### src/rtl/csps_store.sv
// Particle table memory: one write port, one read port, registered read data.
// Generic width and depth; no dependencies.
module csps_store #(
    parameter int DATA_W = 8,
    parameter int DEPTH  = 2,
    parameter int ADDR_W = 1
) (
    input  logic              clk,
    input  logic              we,
    input  logic [ADDR_W-1:0] waddr,
    input  logic [DATA_W-1:0] wdata,
    input  logic [ADDR_W-1:0] raddr,
    output logic [DATA_W-1:0] rdata
);

    logic [DATA_W-1:0] mem [DEPTH];

    always_ff @(posedge clk)
    begin
        if (we)
        begin
            mem[waddr] <= wdata;
        end
        rdata <= mem[raddr];
    end

endmodule

### config.mk
export PLATFORM = sky130hd
export DESIGN_NAME = csps_store
export DESIGN_NICKNAME = d
export VERILOG_FILES = /design/src/rtl/csps_store.sv
export SDC_FILE = /design/constraint.sdc
export NUM_CORES = 1
export LEC_CHECK = 0
export BUFFER_PORTS_ARGS = -buffer_cell sky130_fd_sc_hd__buf_2
export CORE_AREA = 2 2 48 46
export CTS_CLUSTER_SIZE = 28
export DETAILED_ROUTE_END_ITERATION = 8
export DIE_AREA = 0 0 50 48
export PLACE_DENSITY = 0.68
export SYNTH_ARGS = -nofsm -noshare
export SYNTH_HDL_FRONTEND = slang
export SYNTH_SLANG_ARGS = --single-unit
### constraint.sdc
create_clock -name clk -period 0.91 [get_ports clk]
set_input_delay 0.1365 -clock clk [delete_from_list [all_inputs] [get_ports clk]]
set_output_delay 0.1365 -clock clk [all_outputs]
set_load 0.01 [all_outputs]
# Yosys cells after proc, flatten, opt, wreduce, memory -nomap -nowiden
# Memory sizes are Yosys's and may differ from the RTL's. A register that Yosys moved wholly into a read port is not among the register bits.
# Index checks and enable logic that the tools add are counted.
totals:
  mem_bits_rw: 16
  output_inout_bits: 8
  in_bits: 12
  wordCells: 3
  n_memories: 1
  reg_bits: 0
mem_list:
  columns: ["name", "words", "width", "read_ports", "rd_ports_with_merged_regs", "write_ports", "line", "text"]
  rows:
  - ["mem", 2, 8, 1, 1, 1, "16", "logic [DATA_W-1:0] mem [DEPTH];"]
classes:
  muxes: 2
op_table:
  columns: ["cell", "count"]
  rows:
  - ["$mux 1", 2]

# Depth between registers and ports, before layout
depth:
  ltp_word: 2
  mapped_depth: 2
  depth_no_buf: 1

# Worst setup path after synthesis
# Ideal clock, no wire load.
synth_timing:
  path_kind: "input-to-reg"
  startpoint: "input port we"
  endpoint: "memory mem[0][0], enable pin"
  n_path_buf: 0
  cell_stages: 1
  arrival_ns: 0.557
  setup_slack_ns: -0.020
  required_ns: 0.537
  setup_time_ns: 0.373
  path_cell_list: "nor2b_1"
synth_via:
  elab_chain_cells: 2
synth_lines:
  columns: ["item", "line", "text"]
  rows:
  - ["start, declared", "9", "input logic we,"]
  - ["$mux 1", "20", "if (we)"]
  - ["$mux 1 (not written as such)", "22", "mem[waddr] <= wdata;"]
  - ["end, declared", "16", null]
# Every way passes these cells.

# Worst setup path in the final report
layout_timing:
  startpoint: "register rdata[2], read port of mem"
  endpoint: "output port rdata[2]"
layout_lines:
  columns: ["item", "line", "text"]
  rows:
  - ["start, declared", "13", "output logic [DATA_W-1:0] rdata"]
# No word-level cell between the ends.

==> results by group <==
Run status
  – Status: completed

Power
  – VDD IR max: 1.371 mV
  – Power, Total: 1916 uW
  – Pwr dens: 1895 nW/um2
  – P_leak: 0.0004168 uW

Timing
  – Final hold viol count: 0
  – Worst clock skew: 0.01299 ns
  – Slew headroom: 0.7680
  – Least-Margin Pin Slew: 0.3480 ns
  – Final-report max-slew violation count: 0
  – Finish-stage setup viols: 0
  – Final TNS setup: 0 ns
  – Ratio of final minimum period to clock period: 0.9952
  – RSZ-0062 raised after global routing: true
  – Fmax: 1104 MHz
  – Final setup margin: 0.004359 ns
  – Final min period: 0.9056 ns

Worst setup path
  – Crit-path cells: buf_6
  – Worst EP required: 0.77 ns
  – CP Data Arrival Time: 0.77 ns
  – FF-to-FF path depth: 1
  – Worst R2R End: rdata[5]
  – Startpoint types: flop
  – Crit path max-delay family: flip-flops
  – CP startpoint: rdata[2]
  – Critical Path Slowest Stage Cell: dfxtp_2
  – Kind of critical path: flop to primary output
  – FF-to-FF Start: mem[1][5]
  – Endpoint class of the critical path: primary output
  – FF-to-FF setup slack: 0.14 ns
  – CP Capture Point: rdata[2]
  – Bufs and invs on worst path: 1
  – Crit path max fanout: 1
  – CP peak stage delay: 0.34 ns
  – Levels on crit path: 1

Global routing
  – Grt total ovfl: 0
  – Pin count of the biggest net entering global routing: 14
  – First-pass GRT wire length: 1.352 mm
  – Vias in the first global route: 324
  – GRT Util Overall: 0.08613
  – Initial antenna violation count: 0

Clocking
  – CTS H-tree depth: 1
  – CTS tree: yes
  – TritonCTS Sinks: 24
  – Number of setup buffers added after CTS: 0
  – Max Root-Sink Buffers: 2
  – Num CTS Buffers: 3
  – Root Driver: clkbuf_4
  – Clock slew at reported path FFs: 0.13 ns
  – Worst-Skew Late Latency: 0.31 ns

Final layout
  – Final instance area: 1011 um2
  – Area of the multi-input gates: 135.1 um2
  – Synth-to-Final Area Change: 28.87%
  – Number of fill cells: 147
  – Final #Nets: 78
  – Share of cells above drive strength 1: 0.5231
  – FF+latch area: 641.9 um2
  – Diode count: 0
  – Commonest non-fill, non-tap cell in the layout: buf_2
  – Most frequent cells in the layout: buf_2, edfxtp_1, mux2_4

Routing
  – Vias: 391
  – Avg Vias per Cell: 4.344
  – Drt drc: 0
  – Drt wl/cell: 11.16 um
  – DRT iter0 DRCs: 12
  – Pre-Repair DR Iteration Count: 2
  – Final wirelength: 1.004 mm
  – Post-route ant nets: 0

Yosys
  – Flops & latches, synth: 24
  – Mapped Area: 784.5 um2
  – Post-Syn Nets: 47
  – Yosys cell types: 6
  – Yosys top cell by area: edfxtp_1
  – Synth area leaders: edfxtp_1, dfxtp_1, mux2_4
  – Share of the synthesized area in the top cell type: 0.6124
  – Seq/Total Area, Yosys: 0.8166
  – Post-Syn Area per Cell: 22.41 um2
  – Syn Inst Count: 35
  – Synth Warn #: 0

Placed design
  – Gpl congestion: 0.6966
  – Dpl ws: -0.005653 ns
  – PortBufs: 19
  – Area after DPL: 917.1 um2

Floorplan
  – Die W: 50 um
  – Die height: 48 um
  – Io pins: 20
  – Die area: 2400 um2
  – Row Count: 15
  – Core area: 1858 um2
  – Initial core utilization: 0.4222

Flow run
  – Max-Cap Viols: 0

Worst hold path
  – Hold crit path type: primary input to flop
## state kept, by name, summed over array words and instances, names as in the netlist
name / count
mem: 16
rdata: 8
## logic make-up (layout without fill, tap and decap cells)
logic type             after synthesis  count (layout)  share of synthesized area
DFF                                 24              24                     0.8166
muxes                                8               8                     0.1531
and+or+nand+nor                      2               2                    0.01596
buffers and inverters                1              31                    0.01435
## report_power, final
part,switching (uW),total [uW],internal (uW),leakage [uW]
combinational,72.5,187,115,0.000184
sequential,18.5,1270,1250,0.000218
clock,302,462,160,0.0000154
## through the flow
stage,cells,utilization,hold WS (ns)
final,90,0.5441,0.01161
after detailed placement,80,0.4936,0.3311
after global routing,90,0.5441,0.003555
after floorplan,35,-,0.2354
after CTS,84,0.5118,0.002394
after global placement,80,0.4936,0.3274
## per-layer routing
layer | GRT usage | up-vias | wire [um] | part of all wire
met3 | 0.04688 | 2 | 73 | 0.073
met1 | 0.07800 | 184 | 445 | 0.44
met2 | 0.1579 | 16 | 472 | 0.47
met4 | 0.05000 | 0 | 14 | 0.014
li1 | - | 189 | - | -
met5 | 0 | - | 0 | 0
## Yosys cell counts (all sizes together)
cell type and n:
and2 1, mux2 8, buf 1, nor2b 1, dfxtp 8, edfxtp 16
## cell type report
class / instances / area share
Sequential cell: 24 / 0.6349
Timing Repair Buffer: 27 / 0.1745
Multi-Input combinational cell: 10 / 0.1337
Tap cell: 25 / 0.03094
Clock buffer: 3 / 0.02228
Clock inverter: 1 / 0.003713
## how the worst min path moves through the flow
stage                     slack (ns)  depth (start not counted)        end     start
final                           0.01                          1  mem[0][5]  wdata[5]
after global routing           0.004                          1  mem[0][5]  wdata[5]
after CTS                      0.002                          1  mem[0][2]  wdata[2]
after detailed placement        0.33                          1  mem[1][2]  wdata[2]
after global placement          0.33                          1  mem[0][5]  wdata[5]
after floorplan                 0.24                          0  mem[0][0]  wdata[0]
## repair_timing
| action | in CTS | in global routing |
|---|---|---|
| setup endpoints to repair | 1 | 8 |
| endpoints found under the hold margin | 0 | 12 |
| hold buffers | 0 | 6 |
| gates resized for setup | 2 | 0 |
Note: power is estimated with default switching activity, not from simulation.
