$ cat config.mk
export PLATFORM = sky130hd
export DESIGN_NAME = csps_datapath
export DESIGN_NICKNAME = d
export VERILOG_FILES = /design/src/rtl/csps_pkg.sv /design/src/rtl/csps_datapath.sv
export SDC_FILE = /design/constraint.sdc
export NUM_CORES = 1
export LEC_CHECK = 0
export ABC_AREA = 1
export BUFFER_PORTS_ARGS = -buffer_cell sky130_fd_sc_hd__clkbuf_2
export CAP_MARGIN = 20
export CORE_MARGIN = 2
export CORE_UTILIZATION = 58
export DETAILED_ROUTE_END_ITERATION = 16
export PLACE_DENSITY = 0.91
export SLEW_MARGIN = 20
export SYNTH_ARGS = -nofsm -noshare
export SYNTH_HDL_FRONTEND = slang
export SYNTH_SLANG_ARGS = --single-unit
$ cat constraint.sdc
create_clock -name clk -period 4.5 [get_ports clk]
set_clock_uncertainty 0.1 [all_clocks]
set_input_delay 0.675 -clock clk [delete_from_list [all_inputs] [get_ports clk]]
set_output_delay 0.675 -clock clk [all_outputs]
set_load 0.1 [all_outputs]
$ cat src/rtl/csps_pkg.sv
// Shared types and constants for the cube surface particle step block.
// Holds the item structs, edge codes, sequencer states and the control bundle.
// No dependencies.
package csps_pkg;

    localparam int PARTICLES_DEF = 1024;
    localparam int CUBE_MAX_DEF  = 63;
    localparam int FRAC_BITS_DEF = 8;

    localparam int IDX_W    = 10;
    localparam int POS_IN_W = 14;
    localparam int VEL_W    = 16;
    localparam int PIX_W    = 6;
    localparam int AGE_W    = 9;
    localparam int EDGE_W   = 4;

    localparam logic [AGE_W-1:0] AGE_LIMIT_RST = 9'd260;
    localparam logic [AGE_W-1:0] AGE_MAX       = 9'd511;

    localparam logic OP_LOAD = 1'b0;
    localparam logic OP_STEP = 1'b1;

    typedef enum logic [EDGE_W-1:0] {
        EDGE_FRONT_RIGHT,
        EDGE_RIGHT_BACK,
        EDGE_BACK_LEFT,
        EDGE_LEFT_FRONT,
        EDGE_TOP_FRONT,
        EDGE_TOP_RIGHT,
        EDGE_TOP_BACK,
        EDGE_TOP_LEFT,
        EDGE_BOTTOM_FRONT,
        EDGE_BOTTOM_RIGHT,
        EDGE_BOTTOM_BACK,
        EDGE_BOTTOM_LEFT,
        EDGE_NONE
    } edge_t;

    typedef enum logic [3:0] {
        S_IDLE,
        S_MOD,
        S_ISSUE,
        S_LOAD,
        S_ACCEL,
        S_MOVE,
        S_ROUND,
        S_SNAP,
        S_WRITE
    } state_t;

    typedef struct packed {
        logic                       opcode;
        logic [IDX_W-1:0]           particle_index;
        logic [POS_IN_W-1:0]        pos_x;
        logic [POS_IN_W-1:0]        pos_y;
        logic [POS_IN_W-1:0]        pos_z;
        logic signed [VEL_W-1:0]    vel_x;
        logic signed [VEL_W-1:0]    vel_y;
        logic signed [VEL_W-1:0]    vel_z;
        logic signed [VEL_W-1:0]    acc_x;
        logic signed [VEL_W-1:0]    acc_y;
        logic signed [VEL_W-1:0]    acc_z;
    } in_item_t;

    typedef struct packed {
        logic [IDX_W-1:0] out_index;
        logic [PIX_W-1:0] pixel_x;
        logic [PIX_W-1:0] pixel_y;
        logic [PIX_W-1:0] pixel_z;
        logic             expired;
    } out_item_t;

    typedef struct packed {
        logic capture;
        logic load_stage;
        logic accel_stage;
        logic move_stage;
        logic round_stage;
        logic snap_stage;
    } ctrl_t;

endpackage

$ cat src/rtl/csps_datapath.sv
// Step and load arithmetic for one particle, one stage per sequencer state.
// Depends on csps_pkg for widths, edge codes and the control bundle.
module csps_datapath #(
    parameter int CUBE_MAX  = csps_pkg::CUBE_MAX_DEF,
    parameter int FRAC_BITS = csps_pkg::FRAC_BITS_DEF,
    parameter int PW        = $clog2(csps_pkg::CUBE_MAX_DEF + 1) + csps_pkg::FRAC_BITS_DEF
) (
    input  logic                               clk,
    input  csps_pkg::ctrl_t                    ctrl,
    input  csps_pkg::in_item_t                 cmd,
    input  logic [csps_pkg::AGE_W-1:0]         age_limit,
    input  logic [PW-1:0]                      q_pos [3],
    input  logic signed [csps_pkg::VEL_W-1:0]  q_vel [3],
    input  csps_pkg::edge_t                    q_edge,
    input  logic [csps_pkg::AGE_W-1:0]         q_age,
    input  logic                               q_exp,
    output logic [PW-1:0]                      wr_pos [3],
    output logic signed [csps_pkg::VEL_W-1:0]  wr_vel [3],
    output csps_pkg::edge_t                    wr_edge,
    output logic [csps_pkg::AGE_W-1:0]         wr_age,
    output logic                               wr_exp,
    output logic [PW-FRAC_BITS-1:0]            pix [3]
);

    localparam int RW = PW - FRAC_BITS;
    localparam int VW = csps_pkg::VEL_W;
    localparam int SW = ((PW > VW) ? PW : VW) + 2;
    localparam int unsigned POS_TOP_I = CUBE_MAX << FRAC_BITS;
    localparam logic [PW-1:0] POS_TOP = PW'(POS_TOP_I);
    localparam logic signed [SW-1:0] POS_TOP_S = SW'(POS_TOP_I);
    localparam logic [PW-1:0] HALF = PW'(1 << (FRAC_BITS - 1));
    localparam logic [RW-1:0] R_MAX = RW'(CUBE_MAX);

    function automatic logic [RW-1:0] round_pix(input logic [PW-1:0] p);
        logic [PW-1:0] s;
        s = p + HALF;
        return s[PW-1:FRAC_BITS];
    endfunction

    function automatic logic signed [VW-1:0] sat16(input logic signed [VW:0] v);
        if (v > 17'sd32767)
            return 16'sh7FFF;
        else if (v < -17'sd32768)
            return -16'sh8000;
        else
            return v[VW-1:0];
    endfunction

    function automatic csps_pkg::edge_t find_edge(input logic [RW-1:0] rx,
                                                  input logic [RW-1:0] ry,
                                                  input logic [RW-1:0] rz);
        logic x0, xm, y0, ym, z0, zm;
        x0 = (rx == '0);
        xm = (rx == R_MAX);
        y0 = (ry == '0);
        ym = (ry == R_MAX);
        z0 = (rz == '0);
        zm = (rz == R_MAX);
        if (xm && y0) return csps_pkg::EDGE_FRONT_RIGHT;
        if (xm && ym) return csps_pkg::EDGE_RIGHT_BACK;
        if (x0 && ym) return csps_pkg::EDGE_BACK_LEFT;
        if (x0 && y0) return csps_pkg::EDGE_LEFT_FRONT;
        if (y0 && z0) return csps_pkg::EDGE_TOP_FRONT;
        if (xm && z0) return csps_pkg::EDGE_TOP_RIGHT;
        if (ym && z0) return csps_pkg::EDGE_TOP_BACK;
        if (x0 && z0) return csps_pkg::EDGE_TOP_LEFT;
        if (y0 && zm) return csps_pkg::EDGE_BOTTOM_FRONT;
        if (xm && zm) return csps_pkg::EDGE_BOTTOM_RIGHT;
        if (ym && zm) return csps_pkg::EDGE_BOTTOM_BACK;
        if (x0 && zm) return csps_pkg::EDGE_BOTTOM_LEFT;
        return csps_pkg::EDGE_NONE;
    endfunction

    logic [csps_pkg::POS_IN_W-1:0] pos_in_reg [3];
    logic signed [VW-1:0]          vel_in_reg [3];
    logic signed [VW-1:0]          acc_reg    [3];
    logic [PW-1:0]                 p_reg      [3];
    logic signed [VW-1:0]          v_reg      [3];
    logic [RW-1:0]                 r_reg      [3];
    csps_pkg::edge_t               edge_old_reg;
    csps_pkg::edge_t               edge_reg;
    logic                          hit_reg;
    logic [csps_pkg::AGE_W-1:0]    age_reg;
    logic                          exp_reg;

    logic [PW-1:0]        p_ld  [3];
    logic [RW-1:0]        r_ld  [3];
    logic [RW-1:0]        r_old [3];
    logic [2:0]           in_plane;
    logic signed [VW-1:0] v_acc [3];
    logic signed [SW-1:0] s_mv  [3];
    logic [PW-1:0]        p_mv  [3];
    logic [RW-1:0]        r_rnd [3];
    csps_pkg::edge_t      edge_next;
    logic                 hit_next;
    logic signed [VW-1:0] v_sw  [3];
    logic signed [VW-1:0] v_sn  [3];
    logic [PW-1:0]        p_sn  [3];

    always_comb
    begin
        for (int i = 0; i < 3; i++)
        begin
            if (32'(pos_in_reg[i]) > POS_TOP_I)
                p_ld[i] = POS_TOP;
            else
                p_ld[i] = PW'(pos_in_reg[i]);
            r_ld[i] = round_pix(p_ld[i]);
        end
    end

    always_comb
    begin
        for (int i = 0; i < 3; i++)
        begin
            r_old[i] = round_pix(q_pos[i]);
        end
        if (r_old[0] == '0 || r_old[0] == R_MAX)
            in_plane = 3'b110;
        else if (r_old[1] == '0 || r_old[1] == R_MAX)
            in_plane = 3'b101;
        else if (r_old[2] == '0 || r_old[2] == R_MAX)
            in_plane = 3'b011;
        else
            in_plane = 3'b000;
        for (int i = 0; i < 3; i++)
        begin
            if (in_plane[i])
                v_acc[i] = sat16((VW+1)'(q_vel[i]) + (VW+1)'(acc_reg[i]));
            else
                v_acc[i] = q_vel[i];
        end
    end

    always_comb
    begin
        for (int i = 0; i < 3; i++)
        begin
            s_mv[i] = $signed({{(SW-PW){1'b0}}, p_reg[i]}) + SW'(v_reg[i]);
            if (s_mv[i] < 0)
                p_mv[i] = '0;
            else if (s_mv[i] > POS_TOP_S)
                p_mv[i] = POS_TOP;
            else
                p_mv[i] = s_mv[i][PW-1:0];
        end
    end

    always_comb
    begin
        for (int i = 0; i < 3; i++)
        begin
            r_rnd[i] = round_pix(p_reg[i]);
        end
        edge_next = find_edge(r_rnd[0], r_rnd[1], r_rnd[2]);
        hit_next  = (edge_next != csps_pkg::EDGE_NONE) && (edge_next != edge_old_reg);
    end

    always_comb
    begin
        v_sw[0] = v_reg[0];
        v_sw[1] = v_reg[1];
        v_sw[2] = v_reg[2];
        case (edge_reg)
            csps_pkg::EDGE_TOP_RIGHT, csps_pkg::EDGE_TOP_LEFT,
            csps_pkg::EDGE_BOTTOM_RIGHT, csps_pkg::EDGE_BOTTOM_LEFT:
            begin
                v_sw[0] = v_reg[2];
                v_sw[2] = v_reg[0];
            end
            csps_pkg::EDGE_TOP_FRONT, csps_pkg::EDGE_TOP_BACK,
            csps_pkg::EDGE_BOTTOM_FRONT, csps_pkg::EDGE_BOTTOM_BACK:
            begin
                v_sw[1] = v_reg[2];
                v_sw[2] = v_reg[1];
            end
            default:
            begin
                v_sw[0] = v_reg[1];
                v_sw[1] = v_reg[0];
            end
        endcase
        for (int i = 0; i < 3; i++)
        begin
            p_sn[i] = {r_reg[i], {FRAC_BITS{1'b0}}};
            if ((r_reg[i] == '0 && v_sw[i] < 0) || (r_reg[i] == R_MAX && v_sw[i] > 0))
                v_sn[i] = sat16(-((VW+1)'(v_sw[i])));
            else
                v_sn[i] = v_sw[i];
        end
    end

    always_ff @(posedge clk)
    begin
        if (ctrl.capture)
        begin
            pos_in_reg[0] <= cmd.pos_x;
            pos_in_reg[1] <= cmd.pos_y;
            pos_in_reg[2] <= cmd.pos_z;
            vel_in_reg[0] <= cmd.vel_x;
            vel_in_reg[1] <= cmd.vel_y;
            vel_in_reg[2] <= cmd.vel_z;
            acc_reg[0]    <= cmd.acc_x;
            acc_reg[1]    <= cmd.acc_y;
            acc_reg[2]    <= cmd.acc_z;
        end
        if (ctrl.load_stage)
        begin
            p_reg    <= p_ld;
            v_reg    <= vel_in_reg;
            r_reg    <= r_ld;
            edge_reg <= csps_pkg::EDGE_NONE;
            age_reg  <= '0;
            exp_reg  <= 1'b0;
        end
        if (ctrl.accel_stage)
        begin
            p_reg        <= q_pos;
            v_reg        <= v_acc;
            edge_old_reg <= q_edge;
            age_reg      <= q_age;
            exp_reg      <= q_exp;
        end
        if (ctrl.move_stage)
        begin
            p_reg <= p_mv;
        end
        if (ctrl.round_stage)
        begin
            r_reg    <= r_rnd;
            edge_reg <= edge_next;
            hit_reg  <= hit_next;
            exp_reg  <= exp_reg | (age_reg > age_limit);
            if (age_reg != csps_pkg::AGE_MAX)
                age_reg <= age_reg + 1'b1;
        end
        if (ctrl.snap_stage && hit_reg)
        begin
            p_reg <= p_sn;
            v_reg <= v_sn;
        end
    end

    assign wr_pos  = p_reg;
    assign wr_vel  = v_reg;
    assign wr_edge = edge_reg;
    assign wr_age  = age_reg;
    assign wr_exp  = exp_reg;
    assign pix     = r_reg;

endmodule

# [Word-level counts from Yosys, hierarchy flattened]
# Memories as Yosys holds them, arrays and structs flattened.
# Cells that the tools add are included.
[op_classes] addsub=19 magnitude_cmp=28 eq_ne=20 n_mux=177 bitwise_logic=1 n_reduce_logical=42
[op_table] operator="$mux 16" count=18
[op_table] operator="$mux 4" count=48
[op_table] operator="$mux 42" count=4
[op_table] operator="$mux 48" count=3
[op_table] operator="$add 14x8->14 const B" count=9
[op_table] operator="$mux 14" count=9
[op_table] operator="$gt 17x16->1 const B" count=6
[op_table] operator="$lt 17x16->1 const B" count=6
[op_table] operator="$pmux 16 s2" count=3
[op_table] operator="$mux 1" count=83
[op_table] operator="$eq 6x6->1 const B" count=9
[op_table] operator="$logic_not 6->1" count=9
[op_table] operator="$add 15x16->17" count=3
[op_table] operator="$add 16x16->17" count=3
[op_table] operator="$gt 17x15->1 const B" count=3
[op_table] operator="$lt 17x1->1 const B" count=3
[op_table] operator="$neg 16->17" count=3
[op_table] operator="$gt 16x1->1 const B" count=3
[op_table] operator="$lt 16x1->1 const B" count=3
[op_table] operator="$gt 14x14->1 const B" count=3
[op_table] operator="$mux 18" count=2
[op_table] operator="$mux 9" count=4
[op_table] operator="$logic_and 1x1->1" count=20
[op_table] operator="$eq 4x3->1 const B" count=4
[op_table] operator="14 further kinds" count=26
[word_totals] ff_bits=175 ram_bits=90 inputBits=269 output_inout_bits=122 elab_cells=309 mem_count=2
[mem_list] memory="acc_reg" words=3 word_bits=16 rd=3 rd_clocked_by_memory_dff=0 wr=3 line="csps_datapath.sv:76" text="logic signed [VW-1:0] acc_reg [3];"
[mem_list] memory="pos_in_reg" words=3 word_bits=14 rd=3 rd_clocked_by_memory_dff=0 wr=3 line="csps_datapath.sv:74" text="logic [csps_pkg::POS_IN_W-1:0] pos_in_reg [3];"

# [Longest topological paths before layout]
# Gate-level depths: netlist of run 1.
[logic_depth] ltp_word=84 mapped_depth=25

# [Worst setup path after synthesis of run 1]
# OpenSTA, ideal clock, no wires.
[synth_path] kind="register to register" start="register edge_reg[0], in the netlist wr_edge[0]" end="register v_reg, in the netlist wr_vel[28], data pin" setup_ps=252 arrival_ps=3576 required_ps=4148 setup_slack_ps=572 stages_incl_launch_ff=23 n_path_buf=3 synth_period_minus_slack_ps=3928 cell_sequence="edfxtp_1 buf_4 inv_2 buf_2 nand3_1 nand2_1 nor2_1 ha_1 inv_1 nor2_1 nand3_1 nor2_1 nand4_1 nor4_1 nand2_1 ha_1 inv_1 nand2_1 buf_2 a21oi_1 nand2_1 nand2_1 nand2_1"
[synth_between] elab_chain_len=9 elab_cells_between_ends=23 cone_classes="1 x add/sub; 4 x order compare; 8 x eq/ne; 5 x mux; 5 x reduce/logical"
[synth_rtl] element="start: declaration" line="csps_datapath.sv:81" text="csps_pkg::edge_t edge_reg;"
[synth_rtl] element="start signal: assignment" line="csps_datapath.sv:212" text="edge_reg <= csps_pkg::EDGE_NONE;"
[synth_rtl] element="start signal: assignment" line="csps_datapath.sv:231" text="edge_reg <= edge_next;"
[synth_rtl] element="$eq 4x3->1 / $eq 4x4->1 (equally long branches)" line="csps_datapath.sv:164" text="case (edge_reg)"
[synth_rtl] element="$reduce_or 4->1" line="csps_datapath.sv:164"
[synth_rtl] element="$pmux 16 s2 *" line="csps_datapath.sv:164"
[synth_rtl] element="$neg 16->17" line="csps_datapath.sv:187" text="v_sn[i] = sat16(-((VW+1)'(v_sw[i])));"
[synth_rtl] element="$lt 17x16->1" line="csps_datapath.sv:43" text="else if (v < -17'sd32768)"
[synth_rtl] element="$mux 16" line="csps_datapath.sv:43"
[synth_rtl] element="$mux 16" line="csps_datapath.sv:41" text="if (v > 17'sd32767)"
[synth_rtl] element="$mux 16 *" line="csps_datapath.sv:186" text="if ((r_reg[i] == '0 && v_sw[i] < 0) || (r_reg[i] == R_MAX && v_sw[i] > 0))"
[synth_rtl] element="$mux 48 *" line="csps_datapath.sv:237" text="if (ctrl.snap_stage && hit_reg)"
[synth_rtl] element="end signal: assignment" line="csps_datapath.sv:210" text="v_reg <= vel_in_reg;"
[synth_rtl] element="end signal: assignment" line="csps_datapath.sv:219" text="v_reg <= v_acc;"
[synth_rtl] element="end signal: assignment" line="csps_datapath.sv:240" text="v_reg <= v_sn;"
[synth_rtl] element="end: declaration" line="csps_datapath.sv:78" text="logic signed [VW-1:0] v_reg [3];"
# Mark *: on every way between the ends. The rest lies on a longest branch, timed or not.
# A chain may end at the register's enable or synchronous reset.

# [Worst setup path after layout of run 1]
[layout_path] start="register edge_reg[3], in the netlist wr_edge[3]" end="register v_reg, in the netlist wr_vel[31], data pin"
# The elaborated chain is that of the path after synthesis.

==> results of run 1 <==
## cells in the mapped netlist (all sizes together), types with 4 or more instances
cell    number
nand4       44
nand2      996
clkinv       4
xor2        62
a21oi      223
clkbuf      67
nor4        12
a31oi       27
o21bai      13
o211ai       5
dfxtp       33
o21ai      222
a21o        10
nor3        33
xnor2       35
or2          8
ha         119
o31ai        4
fa           6
inv        308
nor2       326
edfxtp     232
buf         29
nand3b       9
a221oi       8
nand3      264
## layout make-up
cell class / count / area share
sequential: 265 / 0.303
inverter: 312 / 0.0466
clock buffer: 35 / 0.0306
tap: 468 / 0.0233
clock inverter: 20 / 0.00671
timing repair buffer: 447 / 0.0969
multi-input combinational: 2444 / 0.493
## path summary, 6_finish.rpt
path | endpoint | slack (ns) | cells past startpoint
min | pos_in_reg[0][21]$_DFFE_PP_ | 0.16 | 1
max | wr_vel[31]$_DFFE_PP_ | 0.30 | 20
min reg2reg | wr_age[0]$_DFF_P_ | 0.45 | 1
max reg2reg | wr_vel[31]$_DFFE_PP_ | 0.30 | 20
## placed cells by master (no fill, tap or decap), types with 62 or more instances in the layout
master,synthesis,routed
xor2_1,62,62
inv_1,294,293
nor2_1,305,305
ha_1,119,119
nand2_1,987,984
clkbuf_2,0,377
edfxtp_1,232,232
a21oi_1,223,223
buf_4,3,66
o21ai_0,217,217
nand3_1,255,255
## logic make-up (layout without fill, tap and decap cells)
logic type / after synthesis / count (layout) / synth area share
simple gates: 1693 / 1693 / 0.327
compound gates: 529 / 529 / 0.132
buf+inv: 408 / 814 / 0.0747
flops: 265 / 265 / 0.353
fa+ha+maj: 125 / 125 / 0.0744
xor+xnor: 97 / 97 / 0.0393
## routing by layer
metal	vias up	share of wire	track usage
li1	11200	-	-
met1	10500	0.38	0.504
met2	1462	0.43	0.578
met3	293	0.13	0.0878
met4	0	0.054	0.164
met5	-	0	0
## power breakdown
| part | internal, mW | switching (mW) | total, mW |
|---|---|---|---|
| sequential | 3.03 | 0.423 | 3.45 |
| combinational | 1.28 | 3.60 | 4.88 |
| clock | 1.34 | 1.05 | 2.38 |
| total | 5.65 | 5.07 | 10.7 |
## critical path, stage by stage, from the launching register on
cell	delay [ns]
edfxtp_1	0.49
nand2_1	0.13
nand2_2	0.18
nand2_1	0.13
nor2_1	0.06
nor2_2	0.22
ha_1	0.25
inv_1	0.07
nor2_1	0.15
nand3_1	0.12
nor2_1	0.15
nand4_1	0.10
nor4_1	0.29
nand2_1	0.11
ha_1	0.30
nand4_1	0.32
nand2_2	0.24
inv_1	0.12
nor2_1	0.07
a21oi_1	0.28
a2bb2oi_1	0.18
## through the flow
stage / utilization / cells
3_5_place_dp: 0.660 / 3936
3_3_place_gp: 0.660 / 3936
4_1_cts: 0.685 / 3991
2_1_floorplan: - / 3117
6_report: 0.686 / 3991
5_1_grt: 0.686 / 3991
==> impl_metrics.tcl, run 1 <==
set metrics [dict create \
    hold_ws_ns 0.156 \
    grt_max_degree 83 \
    finalInstanceArea_mm2 0.0252 \
    slew_headroom 0.272 \
    drc_errors 0 \
    setup-tns-final_ns 0 \
    synth_cell_types 47 \
    dieArea_mm2 0.0388 \
    htree_levels 1 \
    path_class "reg2reg" \
    endpoint_kind "flop" \
    maxCapViolations 0 \
    portBuffers 379 \
    die_h_um 197 \
    synth_top_cell_by_area "edfxtp_1" \
    cts_root_buffer "clkbuf_16" \
    drv_slew 0 \
    ant_nets 0 \
    ff_latch_area_mm2 0.00763 \
    startpoint "wr_edge[3]$_SDFFCE_PN1P_" \
    powerDensity_mw_per_mm2 426 \
    wl_um 74000 \
    initial_core_util 0.589 \
    synthCells 3117 \
    cts_tree "done" \
    max_freq_ghz 0.238 \
    yosysTopAreaCellShare 0.322 \
    worstPathArrival_ns 4.53 \
    fill_cells 3169 \
    hp-start "cmd[117]" \
    vias 23400 \
    grt_pass1_vias 21300 \
    syn_avg_cell_area_um2 6.94 \
    grt.overflow.total 0 \
    status "finished, final reports clean" \
    drtIter0Drc 2818 \
    ir_drop_mv 0.457 \
    critical_path_required_ns 4.84 \
    power_mw 10.7 \
    clk_pin_slew_ns 0.07 \
    track_usage 0.374 \
    crit_fanout 14 \
    drive_gt1_frac 0.159 \
    gp_congestion 1.04 \
    ys.flop_type "edfxtp_1" \
    cts_resized 0 \
    worst_slew_pin_slew_ns 1.09 \
    wire_per_inst_um 18.5 \
    hpwl_um 58000 \
    synth_seq_cells 265 \
    area_growth_pct 16.3 \
    die_x_um 197 \
    rows 70 \
    core_mm2 0.0367 \
    multi_input_area_mm2 0.0124 \
    final-setup-viol-count 0 \
    rsz0062_at_grt "false" \
    r2r_start "wr_edge[3]$_SDFFCE_PN1P_" \
    layout_min_cycle_time_ns 4.20 \
    detailed_place.area_mm2 0.0242 \
    yosys-top-cells-area "edfxtp_1, nand2_1, ha_1" \
    clockBufferDepth 3 \
    hold_class "in2reg" \
    grt_pass1_wl_um 114000 \
    dp_slack_ns 0.345 \
    clk-insertion-delay-late_ns 0.59 \
    async_reset_ff_frac 0 \
    cts_buffers 30 \
    clock_sinks 265 \
    syn_nets 3511 \
    fin_ws_ns 0.304 \
    ios 391 \
    syn_area_mm2 0.0216 \
    via_per_inst 5.87 \
    antenna-diode-count 0 \
    drt_pre_antenna_iters 9 \
    post_cts.repair.setup_buffers 0 \
    post-route-period-util 0.932 \
    startpoint_type "flop" \
    synth_edf_count 232 \
    nets 3894 \
    p_leak_nw 12.5 \
    synth_seq_area_share 0.353 \
    hold_buffers 0 \
    hold_violations 0 \
    antenna_found_initial 0 \
    yosysWarnings 0 \
]
(Power assumes the default switching activity.)
==> run 2, diff against run 1 <==
Settings changed: ABC_AREA 1 to default, CORE_MARGIN 2 to default, CORE_UTILIZATION 58 to 57, CTS_CLUSTER_DIAMETER from default to 50, PLACE_DENSITY 0.91 to 0.9.
==> run 2 against run 1 <==
Setup slack got worse by 0.051 ns; final cell count fell by 23%; hold slack better by 0.041 ns; clock power grew 26%; sequential cell count is the same; largest power group unchanged; highest routed layer unchanged.
==> impl_metrics.tcl, run 2 <==
set metrics [dict create \
    status "finished, final reports clean" \
    cts_buffers 39 \
    dp_cells 3008 \
    path_class "reg2reg" \
    nets 2992 \
    syn_area_mm2 0.0201 \
    grt_pass1_vias 19300 \
    yosysMostFrequentCell "edfxtp_1" \
    min_to "pos_in_reg[0][28]$_DFFE_PP_" \
    synthCells 2136 \
    hold_violations 0 \
    via_per_inst 6.50 \
    p_leak_nw 10.3 \
    slew_headroom 0.267 \
    initial_core_util 0.580 \
    yosys-top-cells-area "edfxtp_1, ha_1, a21oi_1" \
    final-setup-viol-count 0 \
    rsz0062_at_grt "false" \
    synth_seq_area_share 0.380 \
    drv_slew 0 \
    final_common_cell "clkbuf_2" \
    endpoint_kind "flop" \
    startpoint_type "flop" \
    grt_pass1_wl_um 105000 \
    drt_pre_antenna_iters 6 \
    crit_fanout 7 \
    syn_avg_cell_area_um2 9.40 \
    setup-tns-final_ns 0 \
    clk_pin_slew_ns 0.06 \
    track_usage 0.379 \
    layout_common_cells "clkbuf_2, edfxtp_1, a21oi_1" \
    clock_sinks 265 \
    htree_levels 2 \
    max_stage_delay_ns 0.50 \
    maxCapViolations 0 \
    cts_root_buffer "clkbuf_16" \
    drc_errors 0 \
    cts_tree "done" \
    ys.flop_type "edfxtp_1" \
    synth_edf_count 232 \
    synth_cell_types 96 \
    ios 391 \
    antenna_found_initial 1 \
    synth_top_cell_by_area "edfxtp_1" \
    gp_congestion 1.02 \
    worstPathArrival_ns 4.43 \
    yosysTopAreaCellShare 0.347 \
    antenna-diode-count 0 \
    ant_nets 0 \
    synthTopCellsByCount "edfxtp_1, a21oi_1, nand2_1, o21ai_0, nor2_1" \
    grt.overflow.total 0 \
    r2r_setup_slack_ns 0.25 \
    die_x_um 190 \
    hpwl_um 54200 \
    die_h_um 190 \
    ir_drop_mv 0.596 \
    clk-insertion-delay-late_ns 0.55 \
    crit_chain "xor2_4, buf_4, mux2i_4, ha_4, nand4_1, a211oi_2, nand2_1, nor2_2, and4_1, nand3_2, ha_4, nand4_1, nor2_2, a21o_1, o21ai_0, nor3_1, a21oi_1, a22oi_1" \
    clockBufferDepth 3 \
    rows 68 \
    dieArea_mm2 0.0360 \
    hp-start "cmd[96]" \
    max_freq_ghz 0.235 \
    synth_seq_cells 265 \
    worst_path_max_delay_cell "edfxtp_1" \
    core_mm2 0.0346 \
    r2r_end "wr_vel[20]$_DFFE_PP_" \
    worst_slew_pin_slew_ns 1.10 \
    portBuffers 379 \
    powerDensity_mw_per_mm2 446 \
    final_cells 3079 \
    syn_nets 2530 \
    area_growth_pct 22.3 \
    drtIter0Drc 2189 \
    yosysWarnings 0 \
    vias 20000 \
    grt_max_degree 86 \
    hold_buffers 0 \
    r2r_start "wr_edge[3]$_SDFFCE_PN1P_" \
    async_reset_ff_frac 0 \
    drive_gt1_frac 0.263 \
    hold_ws_ns 0.197 \
    wl_um 70000 \
    r2r_cells 18 \
    hold_path_depth 1 \
    layout_min_cycle_time_ns 4.25 \
    wire_per_inst_um 22.7 \
    final_util 0.709 \
    post-route-period-util 0.944 \
    hold_class "in2reg" \
    critical_path_required_ns 4.68 \
]
## run 2: changes by cell type in the layout (fill, tap and decap cells not counted), sizes merged, moves of 45 or more
| cell | change |
|---|---|
| nand3 | -195 |
| inv | -235 |
| buf | +64 |
| nor2 | -176 |
| nand2 | -814 |
| o21ai | -49 |
| mux2 | +45 |
| mux2i | +74 |
## run 2: worst max-delay path by stage
stage	from	endpoint	slack, ns	cells past startpoint
floorplan	wr_edge[3]$_SDFFCE_PN1P_	wr_vel[25]$_DFFE_PP_	-0.06	17
global placement	wr_edge[3]$_SDFFCE_PN1P_	wr_vel[13]$_DFFE_PP_	0.17	13
detailed placement	wr_edge[3]$_SDFFCE_PN1P_	wr_vel[13]$_DFFE_PP_	0.14	13
CTS	wr_edge[3]$_SDFFCE_PN1P_	wr_vel[13]$_DFFE_PP_	0.09	13
global route	wr_edge[3]$_SDFFCE_PN1P_	wr_vel[30]$_DFFE_PP_	0.01	17
finish	wr_edge[3]$_SDFFCE_PN1P_	wr_vel[20]$_DFFE_PP_	0.25	18
## run 2: repair_timing
item | 4_1_cts | 5_1_grt
setup buffers | 0 | 4
endpoints found under the setup margin | 0 | 22
resized for setup | 0 | 3
## run 2: area by class of cell
| cell class | count | area (um2) |
|---|---|---|
| sequential | 265 | 7630 |
| inverter | 64 | 240 |
| multi-input combinational | 1717 | 11900 |
| fill | 2620 | 10100 |
| clock buffer | 44 | 1040 |
| tap | 455 | 569 |
| timing repair buffer | 511 | 2920 |
| clock inverter | 23 | 224 |
## run 2: worst max-delay path, delay by kind of cell (launching register included)
family | cells | cell delay [ns]
simple gates | 8 | 1.16
flops | 1 | 0.50
xor+xnor | 1 | 0.33
buf+inv | 1 | 0.22
mux | 1 | 0.26
fa+ha+maj | 2 | 0.43
compound gates | 5 | 0.97
## run 2: cells by family (layout without fill, tap and decap cells)
group / after synthesis / in the layout / synth area share
simple gates: 647 / 647 / 0.160
fa+ha+maj: 130 / 130 / 0.0826
xor+xnor: 130 / 130 / 0.0571
flops: 265 / 265 / 0.380
compound gates: 691 / 691 / 0.225
mux: 119 / 119 / 0.0627
buf+inv: 154 / 642 / 0.0331
## run 2: where the power goes
part | switching (mW) | internal (mW)
combinational | 3.13 | 1.39
sequential | 0.414 | 3.02
clock | 1.20 | 1.80
## run 2: layer usage
metal  track usage  wire (um)  vias to the layer above
met2         0.628      32500                     1280
met1         0.473      26900                     9401
met5             0          0                        -
li1              -          -                     9095
met4         0.200       3740                        0
met3        0.0671       6870                      251
## run 2: stage by stage
step                      cell area (um2)  worst slack (ns)  total power [mW]
after global routing                24600            0.0110              11.3
after detailed placement            23300             0.139              7.88
after CTS                           24500            0.0912              10.9
final                               24600             0.253              11.0
after global placement              23300             0.174              7.78
after floorplan                     20200           -0.0646              6.64
